==> config.mk <==
export PLATFORM = sky130hd
export DESIGN_NAME = rast_div
export DESIGN_NICKNAME = d
export VERILOG_FILES = /design/src/rtl/rast_pkg.sv /design/src/rtl/rast_div.sv
export SDC_FILE = /design/constraint.sdc
export NUM_CORES = 1
export LEC_CHECK = 0
export BUFFER_PORTS_ARGS = -buffer_cell sky130_fd_sc_hd__buf_4
export CAP_MARGIN = 20
export CORE_MARGIN = 2
export CORE_UTILIZATION = 55
export DETAILED_ROUTE_END_ITERATION = 16
export HOLD_SLACK_MARGIN = 0.12
export MAX_ROUTING_LAYER = met4
export PLACE_DENSITY = 0.83
export SLEW_MARGIN = 15
export SYNTH_ARGS = -nofsm -noshare
export SYNTH_HDL_FRONTEND = slang
export SYNTH_SLANG_ARGS = --single-unit
==> constraint.sdc <==
create_clock -name clk -period 4.5 [get_ports clk]
set_input_delay 0.9 -clock clk [delete_from_list [all_inputs] [get_ports clk]]
set_output_delay 0.9 -clock clk [all_outputs]
set_load 0.005 [all_outputs]
==> src/rtl/rast_pkg.sv <==
// ----------------------------------------------------------------------------
// rast_pkg
// Shared types and constants of the depth-tested line rasterizer.
// ----------------------------------------------------------------------------
`timescale 1ns / 1ps
`default_nettype none

package rast_pkg;

  // screen bounds, fixed by the 6-bit pixel coordinates
  localparam int MAX_WIDTH  = 64;
  localparam int MAX_HEIGHT = 64;

  localparam int CFG_IDX_W = 2;
  localparam int CFG_DAT_W = 7;
  localparam logic [CFG_IDX_W-1:0] REG_ACTIVE_WIDTH  = 2'd0;
  localparam logic [CFG_IDX_W-1:0] REG_ACTIVE_HEIGHT = 2'd1;

  // 0.2 in Q16.16
  localparam logic signed [33:0] DEPTH_SLACK = 34'sd13107;
  localparam logic [31:0] DEPTH_MIN = 32'h8000_0000;

  localparam int COORD_W = 7;
  localparam int DIV_W   = 33;

  typedef struct packed {
    logic signed [15:0] x_start;
    logic signed [15:0] y_start;
    logic signed [31:0] z_start;
    logic signed [15:0] x_end;
    logic signed [15:0] y_end;
    logic signed [31:0] z_end;
  } in_word_t;

  typedef struct packed {
    logic [5:0]         pixel_x;
    logic [5:0]         pixel_y;
    logic signed [31:0] pixel_depth;
    logic               written;
    logic               last;
  } out_word_t;

  typedef struct packed {
    logic [DIV_W-1:0]   quo;
    logic [COORD_W-1:0] rem;
    logic               done;
  } div_res_t;

endpackage

`default_nettype wire

==> src/rtl/rast_div.sv <==
// ----------------------------------------------------------------------------
// rast_div
// Restoring divider, one quotient bit per cycle, for the depth step.
// ----------------------------------------------------------------------------
`timescale 1ns / 1ps
`default_nettype none

module rast_div (
  input  wire                                 clk,
  input  wire                                 rst_n,
  input  wire                                 start,
  input  wire [rast_pkg::DIV_W-1:0]           dividend,
  input  wire [rast_pkg::COORD_W-1:0]         divisor,
  output rast_pkg::div_res_t                  res
);

  localparam int CNT_W = $clog2(rast_pkg::DIV_W + 1);

  logic [CNT_W-1:0]                cnt_r;
  logic                            busy_r;
  logic                            done_r;
  logic [rast_pkg::COORD_W-1:0]    rem_r;
  logic [rast_pkg::COORD_W-1:0]    dvs_r;
  logic [rast_pkg::DIV_W-1:0]      quo_r;
  logic [rast_pkg::COORD_W:0]      trial;
  logic                            fits;

  assign trial = {rem_r, quo_r[rast_pkg::DIV_W-1]};
  assign fits  = trial >= {1'b0, dvs_r};

  always_ff @(posedge clk) begin
    if (!rst_n) begin
      busy_r <= 1'b0;
      done_r <= 1'b0;
      cnt_r  <= '0;
    end else begin
      done_r <= 1'b0;
      if (start) begin
        busy_r <= 1'b1;
        cnt_r  <= CNT_W'(rast_pkg::DIV_W);
      end else if (busy_r) begin
        cnt_r <= cnt_r - 1'b1;
        if (cnt_r == CNT_W'(1)) begin
          busy_r <= 1'b0;
          done_r <= 1'b1;
        end
      end
    end
  end

  always_ff @(posedge clk) begin
    if (start) begin
      rem_r <= '0;
      dvs_r <= divisor;
      quo_r <= dividend;
    end else if (busy_r) begin
      rem_r <= fits ? rast_pkg::COORD_W'(trial - {1'b0, dvs_r})
                    : rast_pkg::COORD_W'(trial);
      quo_r <= {quo_r[rast_pkg::DIV_W-2:0], fits};
    end
  end

  assign res.quo  = quo_r;
  assign res.rem  = rem_r;
  assign res.done = done_r;

  assert property (@(posedge clk) disable iff (!rst_n) done_r |-> !busy_r)
    else $error("divider done while busy");

  assert property (@(posedge clk) disable iff (!rst_n) start |=> busy_r)
    else $error("divider not busy after start");

  assert property (@(posedge clk) disable iff (!rst_n) done_r |=> !done_r)
    else $error("divider done held longer than one cycle");

endmodule

`default_nettype wire

==> run metrics <==
worst hold path type reg -> reg; Register Area between 1500 and 2000 sq um; Worst setup EP type register; CTS Sinks 55; mapped cell area around 2800 sq um; Core ar. approximately 4800 sq um; Pleak roughly 0.0015 uW; skew final approximately 0.0066 ns; IO buf count 83; FF+latch count, synth 55; pin count of the biggest net entering global routing 60; Peak VDD IR ~0.00020 V; I/O pins 84; placed cell area between 3000 and 4000 sq um; Chip Height ~75 um; Syn Area/Cell roughly 13 sq um; clk_lat worst skew 0.30 ns; endpoints failing hold 0; status completed; vias in the first global route 1964; Critical Path RT 4.72 ns; Routed Antenna Nets 0; clock slew seen by the registers of the worst setup and hold paths about 0.1 ns; Yosys warnings 0; final period utilization 52.0%; leading area contributor after synthesis edfxtp_1; Via Count 1986; GRT Util Overall between 20% and 30%; Yosys cell types 48; Final Wtd Congestion roughly 0.8; worst-margin pin slew 0.752 ns; area of the multi-input gates between 1000 and 1500 sq um; DRC Markers 0; fin crit period 2.34 ns; max-cap violations 0; DRT Wirelength a little under 6000 um; placed cells 356; DR pass1 iterations 5; endpoints failing setup 0; GRT overflow 0; TritonCTS buffer count 5; syn_nets between 200 and 300; Final #Nets ~350; Clock Tree Root clkbuf_8; first-pass GRT wire length 9160 um; Vias/cell approximately 5.5; top post-synthesis cells by area edfxtp_1 43%, mux2_2 13%, dfxtp_1 11%; Final Cell Area between 3000 and 4000 sq um; WS Path Type reg -> reg; Yosys top cell area share a little over two fifths; Die ar. 5630 sq um; Power Dens Cells 329 nW/um^2; initial antenna violation count 0; post-synthesis sequential area ratio between 50% and 60%; DRT iter0 DRCs 190; DIE WIDTH ~75 um; Post-CTS Setup Inserts 0; row cnt 25; Layout area overhead 26.4%; setup TNS 0 ns; critical path arrival between 2 and 3 ns; Slew Limit Fails 0; Gates resized, CTS repair 0; Peak Freq 0.428 GHz; WL/cell 15.8 um; Max FO, Critical Path 9; Critical Path Start Type register; # diodes 0; Starting Density 58.0%; normalized max-slew margin about 50%; CTS tree built; H-tree depth 2; Syn Inst Count 218; dpl hpwl approximately 4300 um; RSZ-0062 raised after global routing false; fillers 338; most common cell after layout, fill and taps aside buf_4; Post-Layout Cell Count ~360; most frequent cells in the layout 83 x buf_4, 40 x edfxtp_1, 32 x mux2_2, 15 x inv_1, 15 x dfxtp_1; proportion of layout cells with a drive suffix above 1 between 40% and 50%; CTS max path bufs 2; # hold bufs at CTS 0
[final timing paths]
| check | end | cells past startpoint | start | slack [ns] |
|---|---|---|---|---|
| max | rem_r[2] | 7 | quo_r[32] | 2.16 |
| min reg2reg | cnt_r[1] | 2 | cnt_r[1] | 0.53 |
| max reg2reg | rem_r[2] | 7 | quo_r[32] | 2.16 |
| min | cnt_r[1] | 2 | cnt_r[1] | 0.53 |
[cell usage after synthesis (all sizes together)]
cell type / instances
o211a: 1
a221o: 1
nor3: 5
a311oi: 3
xor2: 2
a211o: 1
or2: 4
nor4: 1
nand2b: 3
nor4b: 1
or3: 1
dfxtp: 15
o22a: 1
nand3: 1
nor2b: 5
inv: 15
edfxtp: 40
xnor2: 6
clkbuf: 5
a31o: 1
o2111a: 1
o21bai: 2
nor2: 11
and3: 1
a41oi: 4
mux2i: 1
a311o: 1
o21a: 4
a31oi: 1
nor3b: 6
a21oi: 2
ha: 9
o21ai: 4
o221ai: 1
nand2: 9
o31ai: 2
a21o: 1
a211oi: 4
buf: 7
nand4: 2
mux2: 32
fa: 1
[per-layer routing]
layer | vias to the layer above | track usage (%) | part of all wire, %
met5 | - | - | 0
met2 | 71 | 33.4 | 50
met4 | 0 | 7.14 | 1.5
met1 | 949 | 31.3 | 43
li1 | 958 | - | -
met3 | 8 | 5.22 | 5.5
[stage by stage]
| stage | setup WS [ns] | power, uW | hold slack, ns | utilization (%) |
|---|---|---|---|---|
| after floorplan | 2.23 | 767 | 0.468 | - |
| after global placement | 1.94 | 871 | 0.483 | 71.3 |
| after detailed placement | 1.91 | 878 | 0.520 | 71.3 |
| after CTS | 2.15 | 1160 | 0.533 | 73.3 |
| after global routing | 1.95 | 1210 | 0.547 | 73.3 |
| final | 2.16 | 1150 | 0.531 | 73.3 |
[registers in the layout, summed over array words and instances, names as in the netlist]
signal / cells
quo_r: 33
done_r: 1
busy_r: 1
dvs_r: 7
cnt_r: 6
rem_r: 7
[worst max-delay path, stage by stage (launching register included)]
cell and delay, ns:
edfxtp_1 0.36, inv_1 0.07, ha_1 0.22, fa_1 0.41, nand2b_1 0.18, a211o_1 0.38
and3_1 0.33, a311oi_2 0.30
[power breakdown]
part           total, uW  switching [uW]  internal, uW
Clock                286             159           128
Combinational        235             102           133
Sequential           632            32.9           599
[layout make-up]
| cell class | count | share of cell area (%) |
|---|---|---|
| inverters | 15 | 1.60 |
| flip-flops and latches | 55 | 42.8 |
| well taps | 67 | 2.39 |
| clock inverters | 1 | 0.250 |
| clock buffers | 7 | 2.46 |
| multi-input cells | 136 | 32.8 |
| repair buffers | 83 | 17.8 |
[cell families (layout without fill, tap and decap cells)]
| kind of cell | Yosys count | count (layout) | share of synthesized area (%) |
|---|---|---|---|
| AND/OR/NAND/NOR | 50 | 50 | 9.73 |
| AO/OA/AOI/OAI | 35 | 35 | 11.0 |
| multiplexers | 33 | 33 | 13.3 |
| adder cells (fa/ha/maj) | 10 | 10 | 4.78 |
| flip-flops | 55 | 55 | 54.1 |
| buffers and inverters | 27 | 106 | 4.51 |
| XOR/XNOR | 8 | 8 | 2.52 |
No activity file was read; power rests on OpenSTA's default activity.
